`src/rtl/cop0_timer_and_perf_counters_defines.svh`:
```
// ---------------------------------------------------------------------------
// cop0_timer_and_perf_counters_defines
// Assertion macros shared by the timer and performance counter RTL.
// ---------------------------------------------------------------------------
`ifndef COP0_TIMER_AND_PERF_COUNTERS_DEFINES_SVH
`define COP0_TIMER_AND_PERF_COUNTERS_DEFINES_SVH

`ifndef ASSERT_OFF
`define COP0TP_ASSERT(label, clk, rst, prop, msg) \
   label: assert property (@(posedge clk) disable iff (rst) prop) else $error(msg);
`define COP0TP_ASSERT_NORST(label, clk, prop, msg) \
   label: assert property (@(posedge clk) prop) else $error(msg);
`else
`define COP0TP_ASSERT(label, clk, rst, prop, msg)
`define COP0TP_ASSERT_NORST(label, clk, prop, msg)
`endif

`endif

```
`src/rtl/cop0tp_pkg.sv`:
```
// ---------------------------------------------------------------------------
// cop0tp_pkg
// Types, register indexes and decode helpers for the count/compare timer
// and the two performance counters.
// ---------------------------------------------------------------------------
`timescale 1ns / 1ps
`default_nettype none

package cop0tp_pkg;

   localparam int unsigned DATA_W     = 32;
   localparam int unsigned MODE_W     = 2;
   localparam int unsigned CSR_IDX_W  = 2;
   localparam int unsigned EVT_W      = 5;
   localparam int unsigned ENABLE_BIT = 31;
   localparam int unsigned EVT_A_LSB  = 5;
   localparam int unsigned EVT_B_LSB  = 15;
   localparam int unsigned B_SHIFT    = 10;
   localparam int unsigned EXL_A_BIT  = 1;
   localparam int unsigned KERN_A_BIT = 2;

   typedef enum logic [CSR_IDX_W-1:0] {
      CSR_PERF_CONTROL  = 2'd0,
      CSR_COMPARE_VALUE = 2'd1
   } csr_index_type;

   typedef enum logic [MODE_W-1:0] {
      MODE_KERNEL     = 2'd0,
      MODE_SUPERVISOR = 2'd1,
      MODE_USER       = 2'd2
   } cpu_mode_type;

   typedef struct packed {
      logic [DATA_W-1:0] pulse_cycles;
      logic [MODE_W-1:0] cpu_mode;
      logic              in_exception;
   } tick_type;

   typedef struct packed {
      logic [DATA_W-1:0] perf_control;
      logic [DATA_W-1:0] compare_value;
   } cfg_type;

   typedef struct packed {
      logic              timer_pending;
      logic [DATA_W-1:0] timer_count;
      logic [DATA_W-1:0] perf_count_a;
      logic [DATA_W-1:0] perf_count_b;
   } state_type;

   // event codes 1..3 and 12..15 count
   function automatic logic event_countable(input logic [EVT_W-1:0] code);
      event_countable = ((code >= 5'd1) && (code <= 5'd3)) ||
                        ((code >= 5'd12) && (code <= 5'd15));
   endfunction

   // mode-enable group: bit 0 exception level, bits 1..3 kernel/super/user
   function automatic logic mode_match(input logic [3:0]        enables,
                                       input logic [MODE_W-1:0] mode,
                                       input logic              exl);
      logic hit;
      hit = exl & enables[0];
      case (mode)
         MODE_KERNEL:     hit = hit | enables[1];
         MODE_SUPERVISOR: hit = hit | enables[2];
         MODE_USER:       hit = hit | enables[3];
         default:         hit = hit;
      endcase
      mode_match = hit;
   endfunction

endpackage

`default_nettype wire

```
`src/rtl/cop0tp_ifs.sv`:
```
// ---------------------------------------------------------------------------
// cop0tp_ifs
// Valid/ready channel interfaces: tick request, result response and
// register write port.
// ---------------------------------------------------------------------------
`timescale 1ns / 1ps
`default_nettype none

interface cop0tp_req_if
   import cop0tp_pkg::*;
();
   logic              valid;
   logic              ready;
   logic [DATA_W-1:0] pulse_cycles;
   logic [MODE_W-1:0] cpu_mode;
   logic              in_exception;

   modport source (output valid, output pulse_cycles, output cpu_mode,
                   output in_exception, input ready);
   modport sink   (input valid, input pulse_cycles, input cpu_mode,
                   input in_exception, output ready);
endinterface

interface cop0tp_rsp_if
   import cop0tp_pkg::*;
();
   logic              valid;
   logic              ready;
   logic              timer_pending;
   logic [DATA_W-1:0] timer_count;
   logic [DATA_W-1:0] perf_count_a;
   logic [DATA_W-1:0] perf_count_b;

   modport source (output valid, output timer_pending, output timer_count,
                   output perf_count_a, output perf_count_b, input ready);
   modport sink   (input valid, input timer_pending, input timer_count,
                   input perf_count_a, input perf_count_b, output ready);
endinterface

interface cop0tp_csr_if
   import cop0tp_pkg::*;
();
   logic                 valid;
   logic                 ready;
   logic [CSR_IDX_W-1:0] index;
   logic [DATA_W-1:0]    data;

   modport source (output valid, output index, output data, input ready);
   modport sink   (input valid, input index, input data, output ready);
endinterface

`default_nettype wire

```
`src/rtl/cop0tp_tick_unit.sv`:
```
// ---------------------------------------------------------------------------
// cop0tp_tick_unit
// Next-state logic for one tick: compare crossing, count advance and
// gated performance counter advance.
// ---------------------------------------------------------------------------
`timescale 1ns / 1ps
`default_nettype none

module cop0tp_tick_unit
   import cop0tp_pkg::*;
(
   input  tick_type  tick,
   input  cfg_type   cfg,
   input  state_type cur,
   output state_type nxt
);

   logic [DATA_W-1:0] sum;
   logic              crossed;
   logic              enable;
   logic              count_a;
   logic              count_b;

   always_comb begin
      sum     = cur.timer_count + tick.pulse_cycles;
      crossed = (sum >= cfg.compare_value) && (cur.timer_count < cfg.compare_value);
      enable  = cfg.perf_control[ENABLE_BIT];

      count_a = enable &&
         mode_match(cfg.perf_control[EXL_A_BIT +: 4], tick.cpu_mode, tick.in_exception) &&
         event_countable(cfg.perf_control[EVT_A_LSB +: EVT_W]);
      count_b = enable &&
         mode_match(cfg.perf_control[EXL_A_BIT + B_SHIFT +: 4], tick.cpu_mode,
                    tick.in_exception) &&
         event_countable(cfg.perf_control[EVT_B_LSB +: EVT_W]);

      nxt.timer_pending = cur.timer_pending | crossed;
      nxt.timer_count   = sum;
      nxt.perf_count_a  = count_a ? (cur.perf_count_a + tick.pulse_cycles) : cur.perf_count_a;
      nxt.perf_count_b  = count_b ? (cur.perf_count_b + tick.pulse_cycles) : cur.perf_count_b;
   end

endmodule

`default_nettype wire

```
`src/rtl/cop0_timer_and_perf_counters.sv`:
```
// Throughput: one tick per cycle while rsp_if is not stalled; an accepted
// tick is registered in the tick register, which feeds the next-state logic,
// whose result registers are the count and counter state itself.
// A stalled response holds the pipeline; the tick register still takes a
// transaction when empty or when the result register is free or being drained.
// Reset (synchronous, active high) clears all state and both config registers.
// ---------------------------------------------------------------------------
// cop0_timer_and_perf_counters
// Count/compare timer with sticky interrupt pending and two mode- and
// event-gated performance counters, one tick per transaction.
// ---------------------------------------------------------------------------
`timescale 1ns / 1ps
`default_nettype none
`include "cop0_timer_and_perf_counters_defines.svh"

module cop0_timer_and_perf_counters
   import cop0tp_pkg::*;
(
   input  wire          clock,
   input  wire          reset,
   cop0tp_req_if.sink   req_if,
   cop0tp_rsp_if.source rsp_if,
   cop0tp_csr_if.sink   csr_if
);

   cfg_type   cfg_ff;
   cfg_type   cfg_in;
   tick_type  tick_ff;
   logic      tick_valid_ff;
   logic      tick_valid_in;
   state_type state_ff;
   state_type state_in;
   logic      rsp_valid_ff;
   logic      rsp_valid_in;
   logic      out_free;
   logic      advance;
   logic      req_take;

   assign out_free = !rsp_valid_ff || rsp_if.ready;
   assign advance  = tick_valid_ff && out_free;
   assign req_take = req_if.valid && req_if.ready;

   assign req_if.ready = !tick_valid_ff || out_free;
   assign csr_if.ready = 1'b1;

   assign rsp_if.valid         = rsp_valid_ff;
   assign rsp_if.timer_pending = state_ff.timer_pending;
   assign rsp_if.timer_count   = state_ff.timer_count;
   assign rsp_if.perf_count_a  = state_ff.perf_count_a;
   assign rsp_if.perf_count_b  = state_ff.perf_count_b;

   state_type state_calc;

   cop0tp_tick_unit u_tick (
      .tick (tick_ff),
      .cfg  (cfg_ff),
      .cur  (state_ff),
      .nxt  (state_calc)
   );

   always_comb begin
      cfg_in = cfg_ff;
      if (csr_if.valid) begin
         case (csr_if.index)
            CSR_PERF_CONTROL:  cfg_in.perf_control  = csr_if.data;
            CSR_COMPARE_VALUE: cfg_in.compare_value = csr_if.data;
            default:           cfg_in = cfg_ff;
         endcase
      end

      tick_valid_in = req_take || (tick_valid_ff && !out_free);
      state_in      = advance ? state_calc : state_ff;
      rsp_valid_in  = advance || (rsp_valid_ff && !rsp_if.ready);
   end

   always_ff @(posedge clock) begin
      if (reset) begin
         cfg_ff        <= '0;
         tick_valid_ff <= 1'b0;
         state_ff      <= '0;
         rsp_valid_ff  <= 1'b0;
      end else begin
         cfg_ff        <= cfg_in;
         tick_valid_ff <= tick_valid_in;
         state_ff      <= state_in;
         rsp_valid_ff  <= rsp_valid_in;
      end
   end

   always_ff @(posedge clock) begin
      if (req_take) begin
         tick_ff.pulse_cycles <= req_if.pulse_cycles;
         tick_ff.cpu_mode     <= req_if.cpu_mode;
         tick_ff.in_exception <= req_if.in_exception;
      end
   end

   `COP0TP_ASSERT(a_pending_sticky, clock, reset, state_ff.timer_pending |=> state_ff.timer_pending, "timer pending dropped without reset")
   `COP0TP_ASSERT(a_state_hold, clock, reset, !advance |=> $stable(state_ff), "state changed without a tick advancing")
   `COP0TP_ASSERT(a_perf_gated, clock, reset, (advance && !cfg_ff.perf_control[ENABLE_BIT]) |=> ($stable(state_ff.perf_count_a) && $stable(state_ff.perf_count_b)), "performance counter moved while disabled")
   `COP0TP_ASSERT(a_rsp_follows, clock, reset, advance |=> rsp_valid_ff, "advanced tick produced no response")
   `COP0TP_ASSERT_NORST(a_reset_empty, clock, reset |=> (!tick_valid_ff && !rsp_valid_ff), "pipeline not empty after reset")

endmodule

`default_nettype wire
```
`src/flat_wrapper.sv`:
```
// flat-port wrapper written by rule: the top's interface ports become plain ports
module cop0_timer_and_perf_counters_flat import cop0tp_pkg::*;
  (clock, reset, req_if_valid, req_if_pulse_cycles, req_if_cpu_mode, req_if_in_exception, req_if_ready, rsp_if_valid, rsp_if_timer_pending, rsp_if_timer_count, rsp_if_perf_count_a, rsp_if_perf_count_b, rsp_if_ready, csr_if_valid, csr_if_index, csr_if_data, csr_if_ready);
  cop0tp_req_if req_if_i ();
  cop0tp_rsp_if rsp_if_i ();
  cop0tp_csr_if csr_if_i ();
  input  wire clock;
  input  wire reset;
  input wire logic [$bits(req_if_i.valid)-1:0] req_if_valid;
  input wire logic [$bits(req_if_i.pulse_cycles)-1:0] req_if_pulse_cycles;
  input wire logic [$bits(req_if_i.cpu_mode)-1:0] req_if_cpu_mode;
  input wire logic [$bits(req_if_i.in_exception)-1:0] req_if_in_exception;
  output wire logic [$bits(req_if_i.ready)-1:0] req_if_ready;
  output wire logic [$bits(rsp_if_i.valid)-1:0] rsp_if_valid;
  output wire logic [$bits(rsp_if_i.timer_pending)-1:0] rsp_if_timer_pending;
  output wire logic [$bits(rsp_if_i.timer_count)-1:0] rsp_if_timer_count;
  output wire logic [$bits(rsp_if_i.perf_count_a)-1:0] rsp_if_perf_count_a;
  output wire logic [$bits(rsp_if_i.perf_count_b)-1:0] rsp_if_perf_count_b;
  input wire logic [$bits(rsp_if_i.ready)-1:0] rsp_if_ready;
  input wire logic [$bits(csr_if_i.valid)-1:0] csr_if_valid;
  input wire logic [$bits(csr_if_i.index)-1:0] csr_if_index;
  input wire logic [$bits(csr_if_i.data)-1:0] csr_if_data;
  output wire logic [$bits(csr_if_i.ready)-1:0] csr_if_ready;
  assign req_if_i.valid = req_if_valid;
  assign req_if_i.pulse_cycles = req_if_pulse_cycles;
  assign req_if_i.cpu_mode = req_if_cpu_mode;
  assign req_if_i.in_exception = req_if_in_exception;
  assign req_if_ready = req_if_i.ready;
  assign rsp_if_valid = rsp_if_i.valid;
  assign rsp_if_timer_pending = rsp_if_i.timer_pending;
  assign rsp_if_timer_count = rsp_if_i.timer_count;
  assign rsp_if_perf_count_a = rsp_if_i.perf_count_a;
  assign rsp_if_perf_count_b = rsp_if_i.perf_count_b;
  assign rsp_if_i.ready = rsp_if_ready;
  assign csr_if_i.valid = csr_if_valid;
  assign csr_if_i.index = csr_if_index;
  assign csr_if_i.data = csr_if_data;
  assign csr_if_ready = csr_if_i.ready;
  cop0_timer_and_perf_counters u_core (.clock(clock), .reset(reset), .req_if(req_if_i), .rsp_if(rsp_if_i), .csr_if(csr_if_i));
endmodule
```
`config.mk`:
```
export PLATFORM = sky130hd
export DESIGN_NAME = cop0_timer_and_perf_counters_flat
export DESIGN_NICKNAME = d
export VERILOG_FILES = /design/src/rtl/cop0tp_pkg.sv /design/src/rtl/cop0tp_ifs.sv /design/src/rtl/cop0tp_tick_unit.sv /design/src/rtl/cop0_timer_and_perf_counters.sv /design/src/flat_wrapper.sv
export VERILOG_INCLUDE_DIRS = /design/src /design/src/rtl
export SDC_FILE = /design/constraint.sdc
export NUM_CORES = 1
export LEC_CHECK = 0
export BUFFER_PORTS_ARGS = -buffer_cell sky130_fd_sc_hd__buf_2
export CORE_UTILIZATION = 60
export DETAILED_ROUTE_END_ITERATION = 7
export PLACE_DENSITY = 0.93
export REMOVE_ABC_BUFFERS = 1
export SYNTH_ARGS = -nofsm -noshare
export SYNTH_HDL_FRONTEND = slang
export SYNTH_HIERARCHICAL = 1
export SYNTH_SLANG_ARGS = --single-unit
export TNS_END_PERCENT = 1
```
`constraint.sdc`:
```
create_clock -name clock -period 5.79 [get_ports clock]
set_input_delay 0.8685 -clock clock [delete_from_list [all_inputs] [get_ports clock]]
set_output_delay 0.8685 -clock clock [all_outputs]
set_load 0.005 [all_outputs]
```
# == Word level (Yosys, flattened, before mapping) ==
# Cells that the tools add are included.
# op_classes
add_sub_neg,3
multipliers,0
div,0
order_cmp,10
eq_ne,3
shifts,0
mux,2
bitwise,9
reduce_logical,29
# ops
cell,n
$add A32 B32 Y32,3
$ge A32 B32 Y1,1
$lt A32 B32 Y1,1
$logic_and A1 B1 Y1,13
$ge A5 B1 Y1 const B,2
$ge A5 B4 Y1 const B,2
$le A5 B2 Y1 const B,2
$le A5 B4 Y1 const B,2
$reduce_and A2 Y1,4
$or A1 B1 Y1,7
$logic_or A1 B1 Y1,6
$pmux W1 S3,2
$eq A2 B1 Y1 const B,2
$logic_not A1 Y1,4
$logic_not A2 Y1,2
$and A1 B1 Y1,2
$eq A2 B2 Y1 const B,1
# totals
ff_bits,198
latchBits,0
ram_bits,0
romBits,0
input_bits,74
output_inout_bits,100
wordCells,67
memories,0

# == Logic depth before layout (Yosys ltp) ==
# Gate-level depths: netlist (run 1).
# logic_depth
word_depth,6
mapped_depth,22
depth_no_buf,22

# == Hierarchy ==
# The synthesis (run 1) kept the hierarchy.
# by_module_without_submodules
mod,n_inst,cells_each,area_each_um2,seq_area_each_um2
cop0_timer_and_perf_counters,1,749,7692.4,4314.1
cop0tp_tick_unit,1,1059,7452.1,0.0

# == Least setup slack after synthesis (run 1) ==
# Ideal clock, no wire load.
# synth_timing
path_type,reg2reg
startpoint,register u_core/tick_ff[3] in the netlist's numbering
endpoint,register u_core.state_ff (netlist bit u_core/rsp_if.timer_pending)
arrival_time_ns,3.619
required_time_ns,5.670
setup_slack_ns,2.051
stages_incl_launch_ff,22
period_less_slack_ns,3.739
path_cell_list,edfxtp_1 ha_1 inv_1 fa_1 nand2b_1 a21oi_1 o2111a_1 o41a_1 a21oi_2 o21bai_1 a21oi_1 xnor2_1 ha_1 a21o_1 a21o_1 a21oi_1 o21ai_0 o41ai_1 nand2_1 a31o_2 nand2b_1 mux2i_1
# synth_lines
item,line,text
start: declaration,cop0_timer_and_perf_counters.sv:28,tick_type tick_ff;
end signal: assignment,cop0_timer_and_perf_counters.sv:85,state_ff <= state_in;
end: declaration,cop0_timer_and_perf_counters.sv:31,state_type state_ff;

==> results of run 1 <==
[layout make-up]
cell class,instances,area [um^2],area share [%]
Clock buffer,18,429,2.65
Multi-Input combinational cell,1410,9970,61.5
Antenna cell,4,10.0,0.0617
Timing Repair Buffer,178,921,5.68
Inverter,69,259,1.60
Clock inverter,14,179,1.10
Sequential cell,185,4050,25.0
Tap cell,319,399,2.46
[worst max-delay path by stage]
stage | slack (ns) | start | cells after the start | to
floorplan | -1.84 | rsp_if_ready | 3 | u_core/rsp_if.perf_count_a[0]
global route | 1.14 | u_core/tick_ff[4] | 19 | u_core/rsp_if.timer_pending
CTS | 1.40 | u_core/tick_ff[4] | 19 | u_core/rsp_if.timer_pending
detailed placement | 1.60 | u_core/tick_ff[4] | 19 | u_core/rsp_if.timer_pending
global placement | 1.66 | u_core/tick_ff[4] | 19 | u_core/rsp_if.timer_pending
finish | 1.31 | u_core/tick_ff[4] | 19 | u_core/rsp_if.timer_pending
[through the flow]
stage	hold WS, ns	utilization [%]	area [um^2]	TNS [ns]	setup WS, ns
6_report	0.456	68.3	16200	0	1.31
2_1_floorplan	0.425	-	14300	-178.62	-1.84
3_5_place_dp	0.446	65.7	15600	0	1.60
4_1_cts	0.458	68.2	16200	0	1.40
5_1_grt	0.472	68.3	16200	0	1.14
3_3_place_gp	0.437	65.7	15600	0	1.66
[power by group through the flow]
stage | sequential, mW | clock [mW] | combinational [mW]
finish | 1.42 | 1.21 | 0.788
global route | 1.42 | 1.29 | 0.863
CTS | 1.42 | 1.23 | 0.773
detailed placement | 1.45 | 0 | 0.758
global placement | 1.44 | 0 | 0.725
floorplan | 1.43 | 0 | 0.561
[cells in the final DEF (no fill, tap or decap), types with 5 or more instances in the layout]
master / count
xor2_1: 33
buf_2: 171
o31ai_1: 10
clkbuf_16: 17
edfxtp_1: 35
a21oi_1: 142
dfxtp_1: 150
o21bai_1: 10
buf_4: 6
a31oi_1: 8
and2_1: 6
nand4_1: 26
or4_1: 5
nor2_1: 53
a31o_2: 6
o21ai_1: 10
nand3_1: 24
a211o_1: 5
nand2_1: 206
o2111ai_1: 5
xnor2_1: 39
nor2b_1: 13
inv_6: 6
nand2b_1: 207
nor3_1: 16
o21a_1: 12
and3_1: 18
inv_1: 69
mux2i_1: 101
ha_1: 159
or2_2: 5
a21o_1: 92
o211ai_1: 11
o21ai_0: 79
a211oi_1: 14
[flip-flops by register name (all words and copies together), names as in the netlist]
signal,cells
u_core/rsp_if.valid,1
u_core/rsp_if.perf_count_b,32
u_core/cfg_ff,51
u_core/rsp_if.timer_pending,1
u_core/tick_ff,35
u_core/rsp_if.perf_count_a,32
u_core/rsp_if.timer_count,32
u_core/tick_valid_ff,1
[layer usage]
layer  up-vias  GRT usage, %  share of wire, %
li1       6446             -                 -
met1      6166          38.7                43
met2       524          49.3                47
met3        80          4.90               6.5
met4         0          13.1               3.1
met5         -             0                 0
[worst reg2reg max path, stage by stage (launching register included)]
cell      delay [ns]
edfxtp_1        0.46
ha_1            0.32
a21o_1          0.18
a21oi_1         0.27
o211ai_1        0.21
a32oi_1         0.32
nand2_1         0.21
nand4_1         0.18
o21ai_0         0.11
xor2_1          0.25
ha_1            0.30
a21o_1          0.17
a21o_1          0.17
a21oi_1         0.15
o21ai_0         0.16
o41ai_1         0.44
nand2_1         0.10
a31o_2          0.21
nand2b_1        0.07
mux2i_1         0.07
==> results.ini, run 1 <==
[clocking]
ctsResizeCount = 0
clock_latency_ns = 0.45
clock_sinks = 185
clk_pin_slew_ns = 0.08
cts_buffer_depth = 2
htree_levels = 4
numCtsBuffers = 17
clockRootBuffer = clkbuf_16
postCtsSetupBuffers = 0
cts_tree = yes
ctsHoldBuffers = 0

[critical_path]
ff2ff_path_depth = 19
worst_path_largest_cell_delay_ns = 0.46
worst-setup-path-type = flop to flop
critPathMostFrequentCell = a21o_1
endpoint_kind = flop
worst-path-buf-inv = 0
r2r_setup_slack_ns = 1.31
crit_chain = ha_1 -> a21o_1 -> a21oi_1 -> o211ai_1 -> a32oi_1 -> nand2_1 -> nand4_1 -> o21ai_0 -> xor2_1 -> ha_1 -> a21o_1 -> a21o_1 -> a21oi_1 -> o21ai_0 -> o41ai_1 -> nand2_1 -> a31o_2 -> nand2b_1 -> mux2i_1
critPathMaxFanout = 4
cp-start-kind = flop
rr_endpoint = u_core/rsp_if.timer_pending
cpMaxStageDelayCell = edfxtp_1
crit_family = compound AO/OA/AOI/OAI gates
r2r-start = u_core/tick_ff[4]
cp.arrival_ns = 4.79
crit_required_ns = 6.10

[pwr]
switchingPower_mw = 1.09
p_leak_nw = 7.23
powerDensity_nw_per_um2 = 211
intPower_mw = 2.33
pwr-share-seq_pct = 41.5
vdd_ir_drop_max_uv = 158
clkPwrFrac_pct = 35.5
p_comb_share_pct = 23.0
power.total_mw = 3.42
swShare_pct = 31.9

[route]
drc = 0
vias = 13200
first_pass_iters = 6
routed_via_density = 6.02
ant_nets = 0
dr.first_iter.drc_count = 1169
avgRoutedWirePerCell_um = 17.2
routed_wl_um = 37700

[timing]
period_share_pct = 77.4
setup_viol = 0
max_freq_ghz = 0.223
slew_headroom_pct = 17.7
tightest_slew_ns = 1.23
hold_viol_final = 0
fin_worst_skew_ns = 0.0114
grt_setup_unrepaired = false
final_max_slew_viol_count = 0
post-route-min-period_ns = 4.48

[die]
fp.coreArea_um2 = 23800
die-area_um2 = 25200
die_w_um = 159
io_pins = 174
initial_utilization_pct = 62.0
num_rows = 56
die_h_um = 159

[layout]
drive_gt1_share_pct = 13.1
layout.cells.non_filler = 2197
fillers = 1888
areaGrowthSynthToFinish_pct = 10.2
finalNetCount = 2097

[place]
port_buffers = 172
dp.cells = 2161
dp_hpwl_um = 28300
finalWeightedCongestion = 0.950

[global_routing]
grt_antenna_before_repair = 4
grt_max_degree = 116
gr-total-overflow = 0
grtUsageTotal_pct = 30.0
grt_pass1_vias = 12100
grt_pass1_wl_um = 59600

[worst_hold_path]
holdPathEnd = u_core/cfg_ff[35]
hp-start = u_core/cfg_ff[35]
hold_class = flop to flop
holdPathStages = 2

[synth]
syn_avg_cell_area_um2 = 8.38
ys_warn_count = 6
synthesis.area_um2 = 14700
netlist_instances = 1756

[run]
drv_cap = 0

[outcome]
outcome = finished clean

Power figures use the tool's default switching activity.
==> run 2: changes to the inputs <==
- ABC_AREA: not set -> 1
- PLACE_DENSITY: 0.93 -> 0.92
- clock period: 5.79 -> 4.2 ns (I/O delays scaled with it)
==> run 2 against run 1 <==
  * Fmax up 20%
  * Setup slack got worse by 0.84 ns
  * Die area up 13%
  * Critical path depth increased by 6
  * Sequential power up 46%
  * Synthesized cell count is 59% higher
==> results.ini, run 2 <==
[global_routing]
grtUsageTotal_pct = 36.0
grt_pass1_vias = 16200
gr-total-overflow = 0
grt_antenna_before_repair = 0
grt_max_degree = 161
grt_pass1_wl_um = 80700

[critical_path]
critPathMaxFanout = 4
worst-setup-path-type = flop to flop
cp-start-kind = flop
r2r_setup_slack_ns = 0.46
crit_required_ns = 4.55
endpoint_kind = flop
cp.arrival_ns = 4.09

[run]
drv_cap = 0

[clocking]
ctsResizeCount = 0
ctsHoldBuffers = 0
clock_latency_ns = 0.45
clock_sinks = 185
clk_pin_slew_ns = 0.09
cts_buffer_depth = 2
cts_tree = yes
postCtsSetupBuffers = 0
htree_levels = 4
clockRootBuffer = clkbuf_16
numCtsBuffers = 17

[synth]
synthesis.area_um2 = 16700
syn_avg_cell_area_um2 = 5.98
ys_warn_count = 6
netlist_instances = 2786

[layout]
largest_reg_flops = 51
top_register = u_core/cfg_ff
design_area_um2 = 18200
antenna_cells = 0
areaGrowthSynthToFinish_pct = 9.20
final_common_cell = nand2_1
final_core_util_pct = 67.2
fillers = 2443
final_cell_mix = nand2_1, inv_1, nor2_1
regArea_um2 = 4060
reg_top3 = u_core/cfg_ff: 51 flops, u_core/tick_ff: 35 flops
multiInputGateArea_um2 = 10300
drive_gt1_share_pct = 8.36
finalNetCount = 3130

[place]
finalWeightedCongestion = 1.00
dp_hpwl_um = 39900
port_buffers = 172
postPlaceCellArea_um2 = 17500

[die]
die-area_um2 = 28400
fp.coreArea_um2 = 27100
initial_utilization_pct = 61.5
die_h_um = 169
num_rows = 60
io_pins = 174
die_w_um = 169

[timing]
period_share_pct = 89.0
final_max_slew_viol_count = 0
finalSetupTns_ns = 0
setup_viol = 0
hold_viol_final = 0
max_freq_ghz = 0.268
grt_setup_unrepaired = false
fin_worst_skew_ns = 0.0169
post-route-min-period_ns = 3.74
slew_headroom_pct = 34.9
tightest_slew_ns = 0.977
timing.hold.ws_ns = 0.348

[route]
vias = 17800
first_pass_iters = 6
drc = 0
avgRoutedWirePerCell_um = 15.8
ant_nets = 0
routed_via_density = 5.44
dr.first_iter.drc_count = 1705
routed_wl_um = 51700

[pwr]
p_leak_nw = 10.0
power.total_mw = 5.78
powerDensity_nw_per_um2 = 318
vdd_ir_drop_max_uv = 309

[worst_hold_path]
hold_class = primary input to flop

[outcome]
outcome = finished clean

run 2: power by group:
group | total [mW] | switching [mW] | internal (mW)
registers | 2.08 | 0.159 | 1.93
logic | 1.88 | 1.19 | 0.690
clock network | 1.82 | 0.924 | 0.896
total | 5.78 | 2.27 | 3.51
run 2: through the flow:
stage	cells	setup WS, ns
CTS	3279	0.586
floorplan	2695	-0.684
finish	3279	0.462
global route	3279	0.248
detailed placement	3247	0.712
global placement	3247	0.723
run 2: cell type report:
type	count	area share [%]
tap	372	2.56
timing repair buffer	180	5.13
clock inverter	15	1.24
inverter	467	9.65
clock buffer	17	2.34
multi-input combinational	2043	56.8
sequential	185	22.3
run 2: layer usage:
layer | GRT usage, % | routed length [um]
met5 | 0 | 0
met4 | 14.0 | 1800
met3 | 4.28 | 3560
met2 | 62.5 | 24300
met1 | 45.5 | 22000
run 2: worst max-delay path: stages, from the launching register on:
cell and delay (ns):
edfxtp_1 0.44, ha_1 0.29, inv_1 0.13, fa_1 0.41, nand3b_1 0.19, nand2_2 0.15, nand2_2 0.06, nand2_2 0.09
nand2_1 0.07, nand2_2 0.10, nand4_1 0.19, nand3_1 0.13, nand2_1 0.10, ha_1 0.19, a21oi_1 0.17, o21ai_0 0.12
nand2_1 0.07, nand2_1 0.06, a21oi_1 0.15, nand2_1 0.10, nand3_1 0.10, nand2_1 0.06, inv_1 0.05, nand3_1 0.06
nand2_1 0.10, nor2_1 0.04
run 2: path summary, 6_finish.rpt:
kind                           from                          end  depth (start not counted)
max               u_core/tick_ff[3]  u_core/rsp_if.timer_pending                         25
min reg2reg       u_core/cfg_ff[45]            u_core/cfg_ff[45]                          2
min          req_if_pulse_cycles[3]            u_core/tick_ff[6]                          1
max reg2reg       u_core/tick_ff[3]  u_core/rsp_if.timer_pending                         25
==> run 3: changes to the inputs <==
- CORE_ASPECT_RATIO: not set -> 1.1
==> run 3 against run 2 <==
  * Die area about the same
  * First-iteration DRC count is 5.5% lower
  * Critical path depth did not move
  * Largest power group unchanged
  * Largest cell class unchanged
==> results.ini, run 3 (synthesis results as in run 2) <==
[outcome]
outcome = finished clean

[timing]
hold_viol_final = 0
post-route-min-period_ns = 3.74
finalSetupTns_ns = 0
tightest_slew_ns = 0.958
layout_setup_ws_ns = 0.459
setup_viol = 0
timing.hold.ws_ns = 0.347
slew_headroom_pct = 36.1
max_freq_ghz = 0.267
period_share_pct = 89.1
final_max_slew_viol_count = 0
grt_setup_unrepaired = false
fin_worst_skew_ns = 0.0123

[worst_hold_path]
holdPathStages = 1
hold_class = primary input to flop
holdPathEnd = u_core/tick_ff[33]
hp-start = req_if_pulse_cycles[30]

[critical_path]
r2r_setup_slack_ns = 0.46
cp.arrival_ns = 4.13
worst-setup-path-type = flop to flop
crit_required_ns = 4.59
ff2ff_path_depth = 25
endpoint_kind = flop
rr_endpoint = u_core/rsp_if.timer_pending
cp-start-kind = flop
r2r-start = u_core/tick_ff[3]
critPathMaxFanout = 4

[clocking]
cts_buffer_depth = 2
cts_tree = yes
ctsHoldBuffers = 0
clock_sinks = 185
clk_pin_slew_ns = 0.08
ctsResizeCount = 0
clock_latency_ns = 0.46
postCtsSetupBuffers = 0
clockRootBuffer = clkbuf_16
htree_levels = 4
numCtsBuffers = 17

[run]
drv_cap = 0

[layout]
final_cell_mix = nand2_1, inv_1, nor2_1
finalNetCount = 3131
largest_reg_flops = 51
top_register = u_core/cfg_ff
areaGrowthSynthToFinish_pct = 8.84
antenna_cells = 0
drive_gt1_share_pct = 8.39
fillers = 2531
reg_top3 = u_core/cfg_ff: 51 flops, u_core/tick_ff: 35 flops
final_common_cell = nand2_1

[global_routing]
grt_antenna_before_repair = 0
grt_max_degree = 143
gr-total-overflow = 0
grt_pass1_wl_um = 81300
grtUsageTotal_pct = 36.1
grt_pass1_vias = 16400

[route]
drc = 0
routed_wl_um = 52100
vias = 18000
first_pass_iters = 6
avgRoutedWirePerCell_um = 15.9
routed_via_density = 5.52
dr.first_iter.drc_count = 1612
ant_nets = 0

[pwr]
p_leak_nw = 10.0
power.total_mw = 5.64
vdd_ir_drop_max_uv = 225
powerDensity_nw_per_um2 = 311

[die]
die-area_um2 = 28500
io_pins = 174
initial_utilization_pct = 61.5
die_h_um = 177
fp.coreArea_um2 = 27100
num_rows = 63
die_w_um = 161

[place]
port_buffers = 172
dpl_worst_slack_ns = 0.637
finalWeightedCongestion = 1.02
dp_hpwl_um = 40600

-- run 3: layout make-up --
cell class	instances	area (um^2)	share of cell area (%)
clock buffer	18	450	2.48
inverter	467	1760	9.68
sequential	185	4060	22.4
multi-input combinational	2043	10300	57.0
timing repair buffer	181	941	5.19
tap	357	447	2.46
clock inverter	14	153	0.841
-- run 3: worst max-delay path, cell delays in order, from the launching register on --
cell,delay (ns)
edfxtp_1,0.40
ha_1,0.29
inv_1,0.14
fa_1,0.42
nand3b_1,0.19
nand2_2,0.17
nand2_2,0.07
nand2_2,0.08
nand3_1,0.10
nand2_2,0.17
xor2_1,0.12
ha_1,0.30
nand2_1,0.08
nor2_1,0.17
nand2_1,0.11
nor2_1,0.17
nor2_1,0.07
nand2_1,0.12
nand2_1,0.07
nand2_1,0.05
nand3_1,0.06
nand2_1,0.06
inv_1,0.04
nand3_1,0.06
nand2_1,0.07
nor2_1,0.11
-- run 3: how the worst max path moves through the flow --
stage | start | end | slack, ns | cells after the start
3_5_place_dp | u_core/tick_ff[3] | u_core/rsp_if.timer_pending | 0.64 | 25
4_1_cts | u_core/tick_ff[3] | u_core/rsp_if.timer_pending | 0.53 | 25
5_1_grt | u_core/tick_ff[3] | u_core/rsp_if.timer_pending | 0.30 | 25
6_report | u_core/tick_ff[3] | u_core/rsp_if.timer_pending | 0.46 | 25
2_1_floorplan | u_core/tick_valid_ff | u_core/tick_ff[0] | -0.68 | 3
3_3_place_gp | u_core/tick_ff[3] | u_core/rsp_if.timer_pending | 0.71 | 25
-- run 3: where the power goes --
group | switching (mW) | internal, mW
logic | 1.18 | 0.692
registers | 0.162 | 1.93
clock network | 0.848 | 0.832
total | 2.19 | 3.45
-- run 3: metrics by stage --
step,utilization (%),instances,instance area [um^2]
after floorplan,-,2695,16100
after CTS,66.9,3265,18100
after global routing,66.9,3265,18100
after global placement,64.7,3233,17500
after detailed placement,64.7,3233,17500
final,66.9,3265,18100
-- run 3: per-layer routing --
| metal | GRT usage, % | wire length (um) |
|---|---|---|
| met1 | 44.2 | 21600 |
| met2 | 63.2 | 24900 |
| met3 | 3.63 | 3150 |
| met4 | 17.7 | 2420 |
| met5 | 0 | 0 |
